==> config.mk <==
export PLATFORM = sky130hd
export DESIGN_NAME = binary_row_run_extractor_core
export DESIGN_NICKNAME = d
export VERILOG_FILES = /design/src/design/brre_pkg.sv /design/src/design/binary_row_run_extractor_core.sv /design/src/design/brre_scan.sv
export SDC_FILE = /design/constraint.sdc
export NUM_CORES = 1
export LEC_CHECK = 0
export BUFFER_PORTS_ARGS = -buffer_cell sky130_fd_sc_hd__buf_2
export CORE_MARGIN = 1.5
export CORE_UTILIZATION = 40
export DETAILED_ROUTE_END_ITERATION = 10
export HOLD_SLACK_MARGIN = 0.06
export PLACE_DENSITY = 0.55
export SLEW_MARGIN = 30
export SYNTH_ARGS = -nofsm -noshare
export SYNTH_HDL_FRONTEND = slang
export SYNTH_SLANG_ARGS = --single-unit
==> constraint.sdc <==
create_clock -name clk -period 10 [get_ports clk]
set_input_delay 1.5 -clock clk [delete_from_list [all_inputs] [get_ports clk]]
set_output_delay 1.5 -clock clk [all_outputs]
set_load 0.005 [all_outputs]
==> src/design/brre_pkg.sv <==
// Shared types and constants for the binary row run extractor.
// Used by brre_scan and binary_row_run_extractor_core; no dependencies.
package brre_pkg;

	// Fixed field widths
	localparam int CFG_W      = 13;  // configuration register width
	localparam int COL_W      = 13;  // column values, widths up to 8191
	localparam int LINE_OUT_W = 12;
	localparam int START_W    = 12;
	localparam int END_W      = 13;

	// Register reset values
	localparam int ROW_WIDTH_RESET = 1024;
	localparam int ROW_COUNT_RESET = 1024;

	// Most runs one byte can produce: four closures plus the row end
	localparam int RES_N = 5;
	localparam int CNT_W = $clog2(RES_N + 1);

	typedef enum logic [0:0] {
		REG_ROW_WIDTH = 1'b0,
		REG_ROW_COUNT = 1'b1
	} brre_reg_t;

	typedef struct packed {
		logic [COL_W-1:0] start;
		logic [COL_W-1:0] stop;
	} brre_run_t;

	typedef struct packed {
		logic [CNT_W-1:0]            count;
		brre_run_t [RES_N-1:0]       runs;
		logic                        open;
		logic [COL_W-1:0]            open_start;
	} brre_scan_t;

endpackage

==> src/design/binary_row_run_extractor_core.sv <==
// Top level of the binary row run extractor: row state, burst output stage.
// Depends on brre_pkg and brre_scan.
//
// Usage:
//   Input channel (in_valid/in_ready/pixel_byte) takes one bitmap byte per
//   item, MSB is the leftmost pixel, 0 is dark. Rows are padded to whole
//   ROW_ALIGN_BITS words; padding bytes only advance the byte position.
//   Output channel (out_valid/out_ready) gives one dark run per item as
//   line_index, run_start, run_end (exclusive); last_of_item flags the
//   final run caused by a byte. Bytes that close no run produce nothing.
//   Configuration: cfg_we/cfg_index/cfg_wdata write row_width_pixels (0)
//   or row_count (1); write only while the block is idle.
//   Path: an accepted byte is registered in the input stage, scanned and
//   its runs loaded into the burst register. Throughput: one byte per cycle;
//   the burst register drains one run per cycle while out_ready is high, and
//   the input stage waits only when a new byte has runs to hand over.
//   Reset: registers go to width 1024, row count 1024, position, line and
//   open run cleared; no clearing pass, the block is ready after reset.
//   Receiver stall: the burst register holds its run; the input stage
//   keeps taking bytes until one that yields runs finds the burst full.
module binary_row_run_extractor_core #(
	parameter int MAX_WIDTH      = 4096,
	parameter int MAX_ROWS       = 4096,
	parameter int ROW_ALIGN_BITS = 32
) (
	input  logic                              clk,
	input  logic                              arst_n,
	input  logic                              cfg_we,
	input  brre_pkg::brre_reg_t               cfg_index,
	input  logic [brre_pkg::CFG_W-1:0]        cfg_wdata,
	input  logic                              in_valid,
	output logic                              in_ready,
	input  logic [7:0]                        pixel_byte,
	output logic                              out_valid,
	input  logic                              out_ready,
	output logic [brre_pkg::LINE_OUT_W-1:0]   line_index,
	output logic [brre_pkg::START_W-1:0]      run_start,
	output logic [brre_pkg::END_W-1:0]        run_end,
	output logic                              last_of_item
);
	import brre_pkg::*;

	// Width and row caps: register values never exceed the CFG_W range
	localparam int CFG_MAX     = 2**CFG_W - 1;
	localparam int COL_CAP     = (MAX_WIDTH < CFG_MAX) ? MAX_WIDTH : CFG_MAX;
	localparam int ROWS_CAP    = (MAX_ROWS < CFG_MAX) ? MAX_ROWS : CFG_MAX;
	localparam int W_RESET     = (ROW_WIDTH_RESET < COL_CAP) ? ROW_WIDTH_RESET : COL_CAP;
	localparam int R_RESET     = (ROW_COUNT_RESET < ROWS_CAP) ? ROW_COUNT_RESET : ROWS_CAP;
	localparam int ALIGN_BYTES = ROW_ALIGN_BITS / 8;

	// Row length in words: ceil(width / ROW_ALIGN_BITS) by reciprocal,
	// exact for every numerator below 2**NUM_W
	localparam int NUM_W    = COL_W + 1;
	localparam int RECIP_SH = NUM_W + $clog2(ROW_ALIGN_BITS) + 1;
	localparam int RECIP    = (2**RECIP_SH + ROW_ALIGN_BITS - 1) / ROW_ALIGN_BITS;
	localparam int PROD_W   = NUM_W + RECIP_SH + 1;
	localparam int Q_RESET  = (W_RESET + ROW_ALIGN_BITS - 1) / ROW_ALIGN_BITS;

	localparam int MAX_RB   = ((COL_CAP + ROW_ALIGN_BITS - 1) / ROW_ALIGN_BITS) * ALIGN_BYTES;
	localparam int BP_W     = $clog2(MAX_RB + 1);
	localparam int RB_RESET = Q_RESET * ALIGN_BYTES;
	localparam int CMP_W    = (BP_W + 3 > COL_W + 1) ? BP_W + 3 : COL_W + 1;

	localparam int ROWS_W   = $clog2(ROWS_CAP + 1);
	localparam int LC_W     = (ROWS_CAP > 1) ? $clog2(ROWS_CAP) : 1;

	// Configuration state
	logic [COL_W-1:0]  width_q;
	logic [ROWS_W-1:0] rows_q;
	logic [BP_W-1:0]   row_bytes_q;

	logic [COL_W-1:0]  width_clamp;
	logic [NUM_W-1:0]  width_num;
	logic [PROD_W-1:0] width_prod;
	logic [ROWS_W-1:0] rows_clamp;

	// Row state
	logic [BP_W-1:0]   bp_q;
	logic [LC_W-1:0]   line_q;
	logic              run_open_q;
	logic [COL_W-1:0]  open_start_q;

	// Input stage
	logic              valid_s1;
	logic [7:0]        pixel_s1;

	// Burst stage: the runs of one byte, drained one per cycle while out_ready is high
	logic                  valid_s2;
	brre_run_t [RES_N-1:0] runs_s2;
	logic [CNT_W-1:0]      cnt_s2;
	logic [CNT_W-1:0]      idx_s2;
	logic [LC_W-1:0]       line_s2;

	logic [BP_W+2:0]   base_full;
	logic              in_row;
	brre_scan_t        scan;
	logic              last_run;
	logic              out_fire;
	logic              burst_free;
	logic              adv_s1;
	logic              load_s2;
	logic [BP_W-1:0]   bp_inc;
	logic              row_done;
	logic [ROWS_W-1:0] line_inc;

	// Clamp incoming register values to their legal ranges
	always_comb begin
		if (cfg_wdata == '0) begin
			width_clamp = COL_W'(1);
		end else if (32'(cfg_wdata) > 32'(COL_CAP)) begin
			width_clamp = COL_W'(COL_CAP);
		end else begin
			width_clamp = COL_W'(cfg_wdata);
		end
		if (cfg_wdata == '0) begin
			rows_clamp = ROWS_W'(1);
		end else if (32'(cfg_wdata) > 32'(ROWS_CAP)) begin
			rows_clamp = ROWS_W'(ROWS_CAP);
		end else begin
			rows_clamp = ROWS_W'(cfg_wdata);
		end
	end

	assign width_num  = NUM_W'(width_clamp) + NUM_W'(ROW_ALIGN_BITS - 1);
	assign width_prod = PROD_W'(width_num) * PROD_W'(RECIP);

	// Store the clamped width together with the padded row length in bytes
	always_ff @(posedge clk or negedge arst_n) begin
		if (!arst_n) begin
			width_q <= COL_W'(W_RESET);
			rows_q <= ROWS_W'(R_RESET);
			row_bytes_q <= BP_W'(RB_RESET);
		end else begin
			if (cfg_we) begin
				unique case (cfg_index)
					REG_ROW_WIDTH: begin
						width_q <= width_clamp;
						row_bytes_q <= BP_W'(32'(width_prod[RECIP_SH +: NUM_W]) *
							32'(ALIGN_BYTES));
					end
					REG_ROW_COUNT: begin
						rows_q <= rows_clamp;
					end
					default: begin
					end
				endcase
			end
		end
	end

	// Scan the byte in the input stage against the current row state
	assign base_full = {bp_q, 3'b000};
	assign in_row = CMP_W'(base_full) < CMP_W'(width_q);

	brre_scan u_scan (
		.pixel      (pixel_s1),
		.in_row     (in_row),
		.base       ((COL_W+1)'(base_full)),
		.width      (width_q),
		.run_open   (run_open_q),
		.open_start (open_start_q),
		.scan       (scan)
	);

	// Handshake: a byte with no runs always advances; one with runs waits
	// for the burst stage to empty or hand over its last run this cycle.
	assign last_run   = idx_s2 == (cnt_s2 - CNT_W'(1));
	assign out_fire   = valid_s2 && out_ready;
	assign burst_free = !valid_s2 || (out_ready && last_run);
	assign adv_s1     = valid_s1 && ((scan.count == '0) || burst_free);
	assign load_s2    = adv_s1 && (scan.count != '0);
	assign in_ready   = !valid_s1 || adv_s1;

	assign bp_inc   = bp_q + BP_W'(1);
	assign row_done = bp_inc >= row_bytes_q;
	assign line_inc = ROWS_W'(line_q) + ROWS_W'(1);

	always_ff @(posedge clk or negedge arst_n) begin
		if (!arst_n) begin
			valid_s1 <= 1'b0;
		end else if (in_ready) begin
			valid_s1 <= in_valid;
		end
	end

	always_ff @(posedge clk) begin
		if (in_ready && in_valid) begin
			pixel_s1 <= pixel_byte;
		end
	end

	// Advance the row position; a row end drops any open run and steps the line
	always_ff @(posedge clk or negedge arst_n) begin
		if (!arst_n) begin
			bp_q <= '0;
			line_q <= '0;
			run_open_q <= 1'b0;
			open_start_q <= '0;
		end else if (adv_s1) begin
			open_start_q <= scan.open_start;
			if (row_done) begin
				bp_q <= '0;
				run_open_q <= 1'b0;
				if (line_inc >= rows_q) begin
					line_q <= '0;
				end else begin
					line_q <= LC_W'(line_inc);
				end
			end else begin
				bp_q <= bp_inc;
				run_open_q <= scan.open;
			end
		end
	end

	// Burst stage control
	always_ff @(posedge clk or negedge arst_n) begin
		if (!arst_n) begin
			valid_s2 <= 1'b0;
			cnt_s2 <= '0;
			idx_s2 <= '0;
		end else if (load_s2) begin
			valid_s2 <= 1'b1;
			cnt_s2 <= scan.count;
			idx_s2 <= '0;
		end else if (out_fire) begin
			if (last_run) begin
				valid_s2 <= 1'b0;
			end else begin
				idx_s2 <= idx_s2 + CNT_W'(1);
			end
		end
	end

	// Burst stage payload: hold the runs and their line until replaced
	always_ff @(posedge clk) begin
		if (load_s2) begin
			runs_s2 <= scan.runs;
			line_s2 <= line_q;
		end
	end

	assign out_valid    = valid_s2;
	assign line_index   = LINE_OUT_W'(line_s2);
	assign run_start    = runs_s2[idx_s2].start[START_W-1:0];
	assign run_end      = END_W'(runs_s2[idx_s2].stop);
	assign last_of_item = last_run;

endmodule

==> src/design/brre_scan.sv <==
// One-byte run scanner: finds the dark runs closed by eight pixels.
// Depends on brre_pkg.
module brre_scan (
	input  logic [7:0]                      pixel,
	input  logic                            in_row,
	input  logic [brre_pkg::COL_W:0]        base,
	input  logic [brre_pkg::COL_W-1:0]      width,
	input  logic                            run_open,
	input  logic [brre_pkg::COL_W-1:0]      open_start,
	output brre_pkg::brre_scan_t            scan
);
	import brre_pkg::*;

	logic [COL_W:0]   col;
	logic [COL_W:0]   width_x;
	logic [COL_W:0]   byte_end;
	logic             open;
	logic [COL_W-1:0] start;
	logic [CNT_W-1:0] n;
	brre_run_t [RES_N-1:0] runs;

	assign width_x  = {1'b0, width};
	assign byte_end = base + (COL_W+1)'(8);

	always_comb begin
		open = run_open;
		start = open_start;
		n = '0;
		runs = '0;
		col = '0;
		if (in_row) begin
			for (int j = 0; j < 8; j++) begin
				col = base + (COL_W+1)'(j);
				if (col < width_x) begin
					if (!pixel[3'(7 - j)]) begin
						if (!open) begin
							open = 1'b1;
							start = col[COL_W-1:0];
						end
					end else if (open) begin
						if (n < CNT_W'(RES_N)) begin
							runs[n] = '{start: start, stop: col[COL_W-1:0]};
							n = n + CNT_W'(1);
						end
						open = 1'b0;
					end
				end
			end
			// close a run that reaches the row width
			if (open && byte_end >= width_x) begin
				if (n < CNT_W'(RES_N)) begin
					runs[n] = '{start: start, stop: width};
					n = n + CNT_W'(1);
				end
				open = 1'b0;
			end
		end
		scan.count = n;
		scan.runs = runs;
		scan.open = open;
		scan.open_start = start;
	end

endmodule
# Word level (Yosys, flattened, before mapping)
# Index checks and enable logic that the tools add are counted.
# classes
n_addsub	21
multipliers	0
n_div	0
order_cmp	37
eq_ne	2
shift	0
n_mux	151
bitwise_logic	1
reduce_logical	32
# ops
operator	count
130-bit two-way mux	34
130-bit bitwise mux	8
26-bit demux with 3-bit select	8
13-bit two-way mux	22
26-bit two-way mux	10
3-bit two-way mux	39
14-bit by 13-bit < comparator with 1-bit output	7
26-bit binary-select mux with 3-bit select	1
13-bit by 3-bit adder with 14-bit output, second input constant	4
3-bit by 4-bit < comparator with 1-bit output, second input constant	9
13-bit by 2-bit adder with 14-bit output, second input constant	2
3-bit by 1-bit adder with 3-bit output, second input constant	9
1-bit two-way mux	26
25-bit two-way mux	1
3-bit by 1-bit greater-or-equal comparator with 1-bit output, second input constant	8
3-bit < comparator, second input constant	8
13-bit by 1-bit adder with 14-bit output, second input constant	1
13-bit by 4-bit adder with 14-bit output, second input constant	1
14-bit by 13-bit greater-or-equal comparator with 1-bit output	1
1-bit logical AND	14
2-bit AND reduction	7
12-bit by 1-bit adder with 13-bit output, second input constant	1
13-bit by 5-bit adder with 13-bit output, second input constant	1
13-bit greater-or-equal comparator	1
other kinds (16)	21
# totals
register_bits	224
latchBits	0
ramBits	0
mem_bits_ro	0
inputBits	27
output_inout_bits	40
wordCells	267
mem_count	0

# Depth between registers and ports, before layout
# Gate-level depths: netlist of the first run.
# logic_depth
depth_word	51
ltp_mapped	23
mapped_depth_nobuf	21

# Hierarchy
# From an unflattened synthesis of the first run, not the netlist that was laid out.
# unflattened
cells_unflattened	2147
area_unflattened_um2	18893.1
# modules_own_cells
mod	instances	cells_each	area_per_inst_um2	seq_area_each_um2
binary_row_run_extractor_core	1	764	9745.6	6309.8
brre_scan	1	1383	9147.5	0.0

# Worst setup path before layout of the first run
# No wires, ideal clock.
# synth_timing
path_type	register -> register
from	register bp_q[0]
to	register line_s2[0] (netlist: line_index[0]) (enable)
setup_ns	0.508
t_arrival_ns	7.119
required_ns	9.492
setup_slack_ns	2.373
path_stages_with_launch	20
n_path_buf	1
synth_period_minus_slack_ns	7.627
path_cell_list	dfrtp_1 > clkbuf_1 > inv_1 > ha_1 > o21ba_2 > o21ai_1 > o21ai_0 > nor2b_1 > nand3_1 > xnor2_1 > ha_1 > nor2_1 > a31oi_1 > nor2_1 > ha_1 > mux2_2 > ha_1 > o211ai_1 > a21oi_1 > a41o_1
# synth_between
elab_chain_cells	46
word_cells_on_any_way	84
classes_between	15 x add/sub; 16 x order compare; 47 x mux; 6 x reduce/logical
# synth_lines
item	line	text
start, declared	binary_row_run_extractor_core.sv:78	logic [BP_W-1:0] bp_q;
start signal, assigned	binary_row_run_extractor_core.sv:210	bp_q <= bp_inc;
13-bit by 1-bit adder with 14-bit output	brre_scan.sv:33	col = base + (COL_W+1)'(j);
14-bit by 13-bit < comparator with 1-bit output	brre_scan.sv:34	if (col < width_x) begin
3-bit two-way mux	brre_scan.sv:34	
3-bit two-way mux	brre_scan.sv:31	if (in_row) begin
3-bit by 1-bit adder with 3-bit output or 3-bit < comparator (tied branches)	brre_scan.sv:43, brre_scan.sv:41	
3-bit two-way mux	brre_scan.sv:41	if (n < CNT_W'(RES_N)) begin
3-bit two-way mux	brre_scan.sv:40	end else if (open) begin
3-bit two-way mux	brre_scan.sv:34	
[... 31 more ...]	--	
3-bit two-way mux	brre_scan.sv:51	if (n < CNT_W'(RES_N)) begin
3-bit two-way mux	brre_scan.sv:50	if (open && byte_end >= width_x) begin
3-bit two-way mux *	brre_scan.sv:31	
3-bit logical NOT	binary_row_run_extractor_core.sv:170	assign adv_s1 = valid_s1 && ((scan.count == '0) || burst_free);
1-bit logical OR	binary_row_run_extractor_core.sv:170	
1-bit logical AND	binary_row_run_extractor_core.sv:170	
1-bit logical AND *	binary_row_run_extractor_core.sv:171	assign load_s2 = adv_s1 && (scan.count != '0);
named net load_s2	binary_row_run_extractor_core.sv:101	logic load_s2;
end signal, assigned	binary_row_run_extractor_core.sv:239	line_s2 <= line_q;
end, declared	binary_row_run_extractor_core.sv:92	logic [LC_W-1:0] line_s2;
# The timed path passes the listed nets; every way through them passes the cells marked *. The select of a mux whose other input is x is not followed.
# A chain may end at the register's enable or synchronous reset.

# Worst setup path in the final report of the first run
# layout_timing
from	register bp_q[8]
to	output port in_ready
# layout_between
elab_chain_cells	46
word_cells_on_any_way	83
classes_between	15 x add/sub; 16 x order compare; 47 x mux; 5 x reduce/logical
# layout_lines
item	line	text
13-bit by 1-bit adder with 14-bit output	brre_scan.sv:33	
14-bit by 13-bit < comparator with 1-bit output	brre_scan.sv:34	
3-bit two-way mux	brre_scan.sv:34	
3-bit two-way mux	brre_scan.sv:31	
3-bit by 1-bit adder with 3-bit output or 3-bit < comparator (tied branches)	brre_scan.sv:43, brre_scan.sv:41	
3-bit two-way mux	brre_scan.sv:41	
3-bit two-way mux	brre_scan.sv:40	
3-bit two-way mux	brre_scan.sv:34	
[... 30 more ...]	--	
3-bit by 1-bit adder with 3-bit output or 3-bit < comparator (tied branches)	brre_scan.sv:53, brre_scan.sv:51	
3-bit two-way mux	brre_scan.sv:51	
3-bit two-way mux	brre_scan.sv:50	
3-bit two-way mux *	brre_scan.sv:31	
3-bit logical NOT *	binary_row_run_extractor_core.sv:170	
1-bit logical OR *	binary_row_run_extractor_core.sv:170	
1-bit logical AND *	binary_row_run_extractor_core.sv:170	
1-bit logical OR *	binary_row_run_extractor_core.sv:172	assign in_ready = !valid_s1 || adv_s1;
end, declared	binary_row_run_extractor_core.sv:32	output logic in_ready,
# Every way passes the cells marked *; elsewhere a longest branch is shown, timed or not. The select of a mux whose other input is x is not followed.

==> results of run 1 <==
logic make-up after synthesis:
| group | Yosys count |
|---|---|
| adder cells (fa/ha/maj) | 54 |
| multiplexers | 69 |
| AND/OR/NAND/NOR | 382 |
| buffers and inverters | 128 |
| XOR/XNOR | 32 |
| flip-flops | 218 |
| AO/OA/AOI/OAI | 307 |
power by group:
group          switching, mW  total [mW]  internal, mW  leakage (nW)
Clock                  0.380       0.918         0.538         0.408
Combinational           1.17        1.78         0.615          2.68
Sequential             0.175        1.65          1.47          2.33
layout make-up:
class / count / area (µm²) / area share
clock buffer: 27 / 633 / 0.0469
timing repair buffer: 79 / 440 / 0.0326
multi-input combinational: 844 / 5340 / 0.396
inverter: 62 / 233 / 0.0173
clock inverter: 19 / 186 / 0.0138
sequential: 218 / 6170 / 0.457
tap: 390 / 488 / 0.0362
worst max-delay path: cells and delay by family, from the launching register on:
family | cells | cell delay, ns
xor+xnor | 1 | 0.28
fa+ha+maj | 4 | 1.28
buf+inv | 2 | 0.17
compound gates | 6 | 1.61
flops | 1 | 0.65
mux | 1 | 0.34
simple gates | 6 | 0.97
metrics by stage:
stage	instances	power, mW	cell area (µm²)
after global placement	1593	3.44	12700
final	1639	4.35	13500
after CTS	1639	4.39	13500
after global routing	1639	4.64	13500
after detailed placement	1593	3.47	12700
after floorplan	1190	2.89	12000
worst max path at each step:
stage | start | to | depth (start not counted)
after floorplan | bp_q[0] | line_index[0] | 19
after global routing | bp_q[8] | in_ready | 20
after detailed placement | bp_q[8] | in_ready | 20
after global placement | bp_q[8] | in_ready | 20
final | bp_q[8] | in_ready | 20
after CTS | bp_q[8] | in_ready | 20
cell usage in the layout (no fill, tap or decap), drive strengths merged, types with 8 or more instances in the layout:
master	instances
o31ai	9
edfxtp	141
nor2	129
nand2b	31
xnor2	21
nor3	9
o21ai	96
buf	79
and3	12
dfrtp	74
a22oi	9
ha	54
mux2i	64
nor2b	21
a21o	15
nand4	8
a21oi	91
nand3	19
xor2	11
nand2	126
o22ai	27
clkinv	14
a211oi	13
inv	63
clkbuf	27
sequential cells by signal, indices dropped and copies added (netlist names), 3 cells and up:
name	cells
line_q	12
idx_s2	3
runs_s2	125
rows_q	13
open_start_q	12
pixel_s1	4
width_q	13
row_bytes_q	8
line_index	12
bp_q	10
cnt_s2	3
per-layer routing:
layer	routed length, µm	GRT usage
met5	0	0
met4	450	0.0427
met3	1640	0.0289
met2	14700	0.336
met1	14500	0.288
==> impl_metrics.tcl, run 1 <==
set metrics [dict create \
    drt_first_pass_iters 5 \
    path_clk_slew_ns 0.07 \
    power.leakage_nw 5.42 \
    drive_gt1_frac 0.123 \
    synth_edf_count 141 \
    hp-class "reg2reg" \
    ir_drop_v 0.000179 \
    max_stage_delay_ns 0.65 \
    yosys_most_used_dff "edfxtp_1" \
    clk_path_buf_depth 3 \
    synth_area_mm2 0.0120 \
    fin_crit_sh 0.738 \
    crit_chain "ha_1 -> a21o_1 -> a21oi_1 -> o21ai_0 -> a21oi_1 -> nand3_1 -> xnor2_1 -> ha_1 -> nor2_1 -> a31oi_1 -> nor2_1 -> ha_1 -> mux2_2 -> ha_1 -> nor2_1 -> nand4_1 -> o221ai_2 -> nor2_1 -> inv_1 -> buf_2" \
    cts_tree "done" \
    synthTopCellsByArea "edfxtp_1 (35%), dfrtp_1 (15%), ha_1 (5.6%)" \
    cp_max_fo 13 \
    finalWirelength_mm 31.3 \
    syn2layout_area_growth_pct 12.7 \
    pre_cts_slack_ns 3.24 \
    hold_end "row_bytes_q[7]" \
    fmax_mhz 135 \
    gr-usage-all-layers 0.204 \
    slowest_stage "dfrtp_1" \
    fillers 2838 \
    worstPathArrival_ns 5.88 \
    drv_slew 0 \
    via_count 8942 \
    synth_commonest_cells "edfxtp_1 (141), nor2_1 (128), nand2_1 (126)" \
    min_path_cells 2 \
    die-area_mm2 0.0310 \
    clkSinkCount 218 \
    r2r_start "bp_q[8]" \
    rrSetupSlack_ns 3.42 \
    yosysMostFrequentCell "edfxtp_1" \
    synth_nets 1271 \
    num_antenna_cells 0 \
    utilization 0.456 \
    worstSetupEndpointType "output port" \
    grt_max_degree 67 \
    drtIter0Drc 677 \
    postCtsSetupBuffers 0 \
    htree_levels 1 \
    synth_top_family_by_area "compound AO/OA/AOI/OAI gates" \
    r2r_cells 18 \
    initial_core_util 0.405 \
    yosysWarningCount 0 \
    p_per_area_mw_per_mm2 322 \
    synthMuxAreaShare 0.0582 \
    setup_tns_ns 0 \
    hold_slack_ns 0.475 \
    rsz0062_at_grt "false" \
    wl_per_cell_um 19.1 \
    path_class "reg2out" \
    syn_area_per_cell_um2 10.1 \
    antenna_found_initial 0 \
    cts_resized 0 \
    min_period_ns 7.38 \
    drc 0 \
    overflow 0 \
    synthCells 1190 \
    routabilityCongestion 0.846 \
    start_kind "register" \
    ys_ff_latch 218 \
    first_global_vias 8498 \
    hold_viol 0 \
    root_buffer "clkbuf_16" \
    worst_pin_slew_ns 0.906 \
    critPathRequiredTime_ns 8.50 \
    nets 1311 \
    synthArstFlopShare 0.353 \
    portBuffers 62 \
    finalClockSkew_ns 0.0231 \
    status "complete, no violations" \
    rows 63 \
    rr_endpoint "runs_s2[124]" \
    die_y_um 176 \
    synth_xor_area_frac 0.0234 \
    cap_violations 0 \
    synth-simple-area-share 0.147 \
    cts_buffers 25 \
    hpwlAfterDp_mm 21.5 \
    fin_ws_ns 2.62 \
    relSlewSlack 0.388 \
    synth_compound_area_frac 0.159 \
    core_mm2 0.0296 \
    ios 67 \
    via_per_inst 5.46 \
    ys_types 71 \
    fp.dieW_um 176 \
    drtAntennaViolNets 0 \
    clock_latency_ns 0.54 \
    grt_first_pass_wirelength_mm 49.2 \
    setup_viol 0 \
    cts_hold_buf 0 \
    yosysSeqAreaShare 0.515 \
    yosys.area.top_type "edfxtp_1" \
    synth_top_area_share 0.354 \
    holdCritStartpoint "row_bytes_q[7]" \
    synthAdderAreaFrac 0.0564 \
]
Power figures use the tool's default switching activity.
==> run 2: changes to the inputs <==
- ABC_AREA: not set -> 1
- PLACE_DENSITY: 0.55 -> 0.57
- clock period: 10 -> 6.05 ns (I/O delays scaled with it)
==> impl_metrics.tcl, run 2 <==
set metrics [dict create \
    die-area_mm2 0.0329 \
    yosysSeqAreaShare 0.484 \
    startpoint "width_q[10]" \
    num_antenna_cells 0 \
    synth-simple-area-share 0.188 \
    p_per_area_mw_per_mm2 484 \
    synth_compound_area_frac 0.180 \
    portBuffers 62 \
    routabilityCongestion 0.908 \
    cts_hold_buf 0 \
    antenna_found_initial 0 \
    root_buffer "clkbuf_16" \
    setup_viol 0 \
    worstSetupEndpointType "output port" \
    relSlewSlack 0.313 \
    path_delay_family "simple AND/OR/NAND/NOR gates" \
    synth_top_family_by_area "simple AND/OR/NAND/NOR gates" \
    die_y_um 181 \
    path_depth 25 \
    ir_drop_v 0.000262 \
    worstPathArrival_ns 4.85 \
    drt_first_pass_iters 7 \
    syn2layout_area_growth_pct 14.7 \
    synth_top_area_share 0.333 \
    drtAntennaViolNets 0 \
    status "complete, no violations" \
    hold_viol 0 \
    synthCells 1496 \
    synth_commonest_cells "nand2_1 (304), inv_1 (191), o21ai_0 (142)" \
    cp_max_fo 6 \
    worst_pin_slew_ns 1.03 \
    fp.dieW_um 181 \
    top_regs "runs_s2: 125 flops, rows_q: 13 flops, width_q: 13 flops" \
    clk_path_buf_depth 3 \
    wl_per_cell_um 20.3 \
    synthTopCellsByArea "edfxtp_1 (33%), dfrtp_1 (15%), nand2_1 (9.0%)" \
    ys_types 54 \
    utilization 0.464 \
    initial_core_util 0.404 \
    largest_register "runs_s2" \
    rows 65 \
    setup_tns_ns 0 \
    core_mm2 0.0315 \
    via_count 10900 \
    rr_endpoint "line_index[7]" \
    drtIter0Drc 996 \
    drive_gt1_frac 0.138 \
    r2r_start "width_q[10]" \
    drc 0 \
    grt_first_pass_wirelength_mm 62.7 \
    fin_crit_sh 0.952 \
    finalClockSkew_ns 0.0156 \
    start_kind "register" \
    synth_edf_count 141 \
    synth_nets 1577 \
    cts_buffers 26 \
    synth_xor_area_frac 0.00826 \
    yosysWarningCount 0 \
    r2r_cells 26 \
    critPathRequiredTime_ns 5.14 \
    overflow 0 \
    syn_area_per_cell_um2 8.51 \
    hp-class "in2async" \
    yosysMostFrequentCell "nand2_1" \
    finalWirelength_mm 40.2 \
    drv_slew 0 \
    gr-usage-all-layers 0.247 \
    htree_levels 1 \
    synthAdderAreaFrac 0.0531 \
    clkSinkCount 218 \
    power.leakage_nw 6.42 \
    synthArstFlopShare 0.353 \
    ios 67 \
    largest_reg_flops 125 \
    cap_violations 0 \
    hpwlAfterDp_mm 28.5 \
    rrSetupSlack_ns 0.70 \
    slowest_stage "dfstp_2" \
    yosys.area.top_type "edfxtp_1" \
    yosys_most_used_dff "edfxtp_1" \
    worst-path-buf-inv 7 \
    via_per_inst 5.51 \
    ys_ff_latch 218 \
    first_global_vias 10700 \
    grt_max_degree 54 \
    cp-endpoint "in_ready" \
    max_stage_delay_ns 0.61 \
    final_cell_mix "nand2_1 (302), inv_1 (186), o21ai_0 (142), edfxtp_1 (141), nor2_1 (122)" \
    synthMuxAreaShare 0 \
    clock_latency_ns 0.55 \
    fmax_mhz 174 \
    nets 1639 \
    final_common_cell "nand2_1" \
    min_period_ns 5.76 \
    synth_area_mm2 0.0127 \
    path_clk_slew_ns 0.06 \
    rsz0062_at_grt "false" \
    path_class "reg2out" \
    cts_tree "done" \
]
[run 2: cell types whose count changed after synthesis, moves of 18 or more]
cell      change
nand2_1     +178
o21ai_0      +50
xnor2_1      -18
a221o_1      +25
nor2b_1      -21
mux2i_1      -64
a211oi_1     +23
inv_1       +130
nand4_1      +26
nand2b_1     -31
[run 2: cell type report]
cell class / count / area [µm²]
flip-flops and latches: 218 / 6170
inverters: 207 / 782
clock buffers: 33 / 717
well taps: 402 / 503
fillers: 3057 / 16900
multi-input cells: 998 / 5530
clock inverters: 15 / 188
repair buffers: 107 / 713
[run 2: metrics by stage]
step / power (mW) / hold slack (ns) / area (µm²) / worst slack, ns / cells
finish: 7.07 / 0.316 / 14600 / 0.293 / 1980
global route: 7.53 / 0.351 / 14600 / 0.00279 / 1980
CTS: 7.08 / 0.329 / 14600 / 0.238 / 1977
detailed placement: 5.42 / 0.459 / 13700 / 0.718 / 1929
global placement: 5.37 / 0.454 / 13700 / 0.787 / 1929
floorplan: 4.31 / 0.442 / 12800 / 0.00658 / 1496
[run 2: how the worst min path moves through the flow]
stage | slack [ns] | endpoint | cells past startpoint
global placement | 0.45 | open_start_q[8] | 2
CTS | 0.33 | idx_s2[1] | 1
floorplan | 0.44 | open_start_q[0] | 2
detailed placement | 0.46 | open_start_q[10] | 2
global route | 0.35 | idx_s2[1] | 1
finish | 0.32 | idx_s2[1] | 1
[run 2: repair_timing]
item	CTS	global route
gates resized for setup	0	2
endpoints found under the setup margin	0	1
buffers inserted	0	3
[run 2: logic make-up (layout without fill, tap and decap cells)]
kind of cell,Yosys count,count (layout)
simple gates,550,550
compound gates,382,382
buf+inv,280,362
flops,218,218
fa+ha+maj,54,54
xor+xnor,12,12
[run 2: metal layers]
layer	vias to the layer above	GRT usage	wire [µm]
met5	-	0	0
met4	0	0.0753	1170
met3	60	0.0289	2670
met2	388	0.412	18800
met1	5197	0.339	17600
li1	5263	-	-
[run 2: power by group]
group          total [mW]  internal (mW)  leakage [nW]  switching [mW]
Clock                1.65           1.01         0.441           0.640
Combinational        3.11          0.984          3.66            2.13
Sequential           2.31           2.13          2.32           0.185
==> run 3: changes to the inputs <==
- RECOVER_POWER: not set -> 50
==> impl_metrics.tcl, run 3 (synthesis gave the netlist of run 2 again) <==
set metrics [dict create \
    status "complete, but fails checks" \
    violations "max-capacitance violations, max-slew violations" \
    grt_max_degree 54 \
    antenna_found_initial 0 \
    gr-usage-all-layers 0.247 \
    drv_slew 134 \
    wl_met3_mm 2.40 \
    area.sequential_mm2 0.00617 \
    final_common_cell "nand2_1" \
    fin_crit_sh 0.943 \
    path_class "reg2out" \
    first_global_vias 10700 \
    p_per_area_mw_per_mm2 484 \
    die_y_um 181 \
    cts_tree "done" \
    rows 65 \
    hold_viol 0 \
    num_antenna_cells 0 \
    startpoint "width_q[10]" \
    multi_input_area_mm2 0.00551 \
    cp_max_fo 6 \
    via_count 11000 \
    drive_gt1_frac 0.105 \
    hp-class "reg2reg" \
    grt_first_pass_wirelength_mm 62.7 \
    die-area_mm2 0.0329 \
    clkSinkCount 218 \
    fmax_mhz 175 \
    core_mm2 0.0315 \
    drc 0 \
    cts_hold_buf 0 \
    p_total_mw 7.02 \
    nets 1639 \
    via_per_inst 5.53 \
    top_regs "runs_s2: 125 flops, rows_q: 13 flops, width_q: 13 flops" \
    final_cell_mix "nand2_1 (305), inv_1 (188), o21ai_0 (142), edfxtp_1 (141), nor2_1 (123)" \
    finalWirelength_mm 40.3 \
    finalClockSkew_ns 0.0150 \
    clock_latency_ns 0.54 \
    drt_first_pass_iters 5 \
    syn2layout_area_growth_pct 13.9 \
    setup_viol 0 \
    wl_met2_mm 18.9 \
    wl_per_cell_um 20.3 \
    ir_drop_v 0.000264 \
    fp.dieW_um 181 \
    start_kind "register" \
    hpwlAfterDp_mm 28.5 \
    largest_register "runs_s2" \
    critPathRequiredTime_ns 5.14 \
    htree_levels 1 \
    path_clk_slew_ns 0.06 \
    fillers 3068 \
    root_buffer "clkbuf_16" \
    cap_violations 3 \
    drt-met1-wl_mm 17.8 \
    cts_buffers 26 \
    min_period_ns 5.70 \
    power.leakage_nw 6.28 \
    clk_path_buf_depth 3 \
    drtIter0Drc 1049 \
    routabilityCongestion 0.908 \
    r2r_start "width_q[10]" \
    overflow 0 \
    portBuffers 62 \
    drtAntennaViolNets 0 \
    worstPathArrival_ns 4.80 \
    utilization 0.461 \
    ios 67 \
    largest_reg_flops 125 \
    rsz0062_at_grt "false" \
    holdCritStartpoint "open_start_q[7]" \
    setup_tns_ns 0 \
    initial_core_util 0.404 \
    worst_pin_slew_ns 2.84 \
    relSlewSlack -0.893 \
    worstSetupEndpointType "output port" \
    top_layer "met4" \
]
## run 3: worst max-delay path, cell delays in order (launching register included)
cell      delay, ns
dfstp_2        0.61
inv_2          0.12
ha_1           0.29
inv_1          0.06
nor2_4         0.12
nor3b_4        0.36
nand2_2        0.15
nand2_2        0.14
o21bai_2       0.12
nand2_4        0.11
inv_1          0.06
ha_1           0.28
inv_1          0.08
nand4_1        0.09
nand2_1        0.10
ha_1           0.23
nand3b_1       0.16
nand2_2        0.12
inv_1          0.07
ha_1           0.28
inv_1          0.06
nand3_1        0.07
nand3_1        0.11
nand3_2        0.17
nand3_2        0.15
buf_2          0.13
## run 3: stage by stage
step | cell area (µm²) | setup WS (ns) | std cells | hold slack, ns
6_report | 14500 | 0.347 | 1980 | 0.471
5_1_grt | 14500 | 0.0628 | 1980 | 0.496
4_1_cts | 14600 | 0.238 | 1977 | 0.329
3_5_place_dp | 13700 | 0.718 | 1929 | 0.459
3_3_place_gp | 13700 | 0.787 | 1929 | 0.454
2_1_floorplan | 12800 | 0.00658 | 1496 | 0.442
## run 3: worst paths after layout
path / slack [ns] / depth (start not counted) / endpoint
worst max-delay path: 0.35 / 25 / in_ready
worst min register to register: 0.47 / 2 / open_start_q[7]
max in group asynchronous: 1.59 / 2 / bp_q[0]
min in group asynchronous: 0.96 / 1 / idx_s2[1]
worst min-delay path: 0.47 / 2 / open_start_q[7]
worst max register to register: 0.72 / 26 / line_index[7]
## run 3: metal layers
| layer | vias up | global-route usage |
|---|---|---|
| li1 | 5262 | - |
| met1 | 5247 | 0.339 |
| met2 | 384 | 0.412 |
| met3 | 58 | 0.0289 |
| met4 | 0 | 0.0753 |
| met5 | - | 0 |
## run 3: area by class of cell
type,count,share of cell area
clock buffer,33,0.0495
clock inverter,15,0.0129
inverter,207,0.0539
multi-input combinational,998,0.380
sequential,218,0.425
tap,402,0.0347
timing repair buffer,107,0.0438
## run 3: what timing repair did
item	in CTS	in global routing
buffers inserted	0	3
setup endpoints to repair	0	1
gates resized for setup	0	2
## run 3: power breakdown
group | internal (mW) | leakage [nW] | switching, mW
clock | 1.01 | 0.441 | 0.640
combinational | 0.941 | 3.52 | 2.12
sequential | 2.13 | 2.32 | 0.184
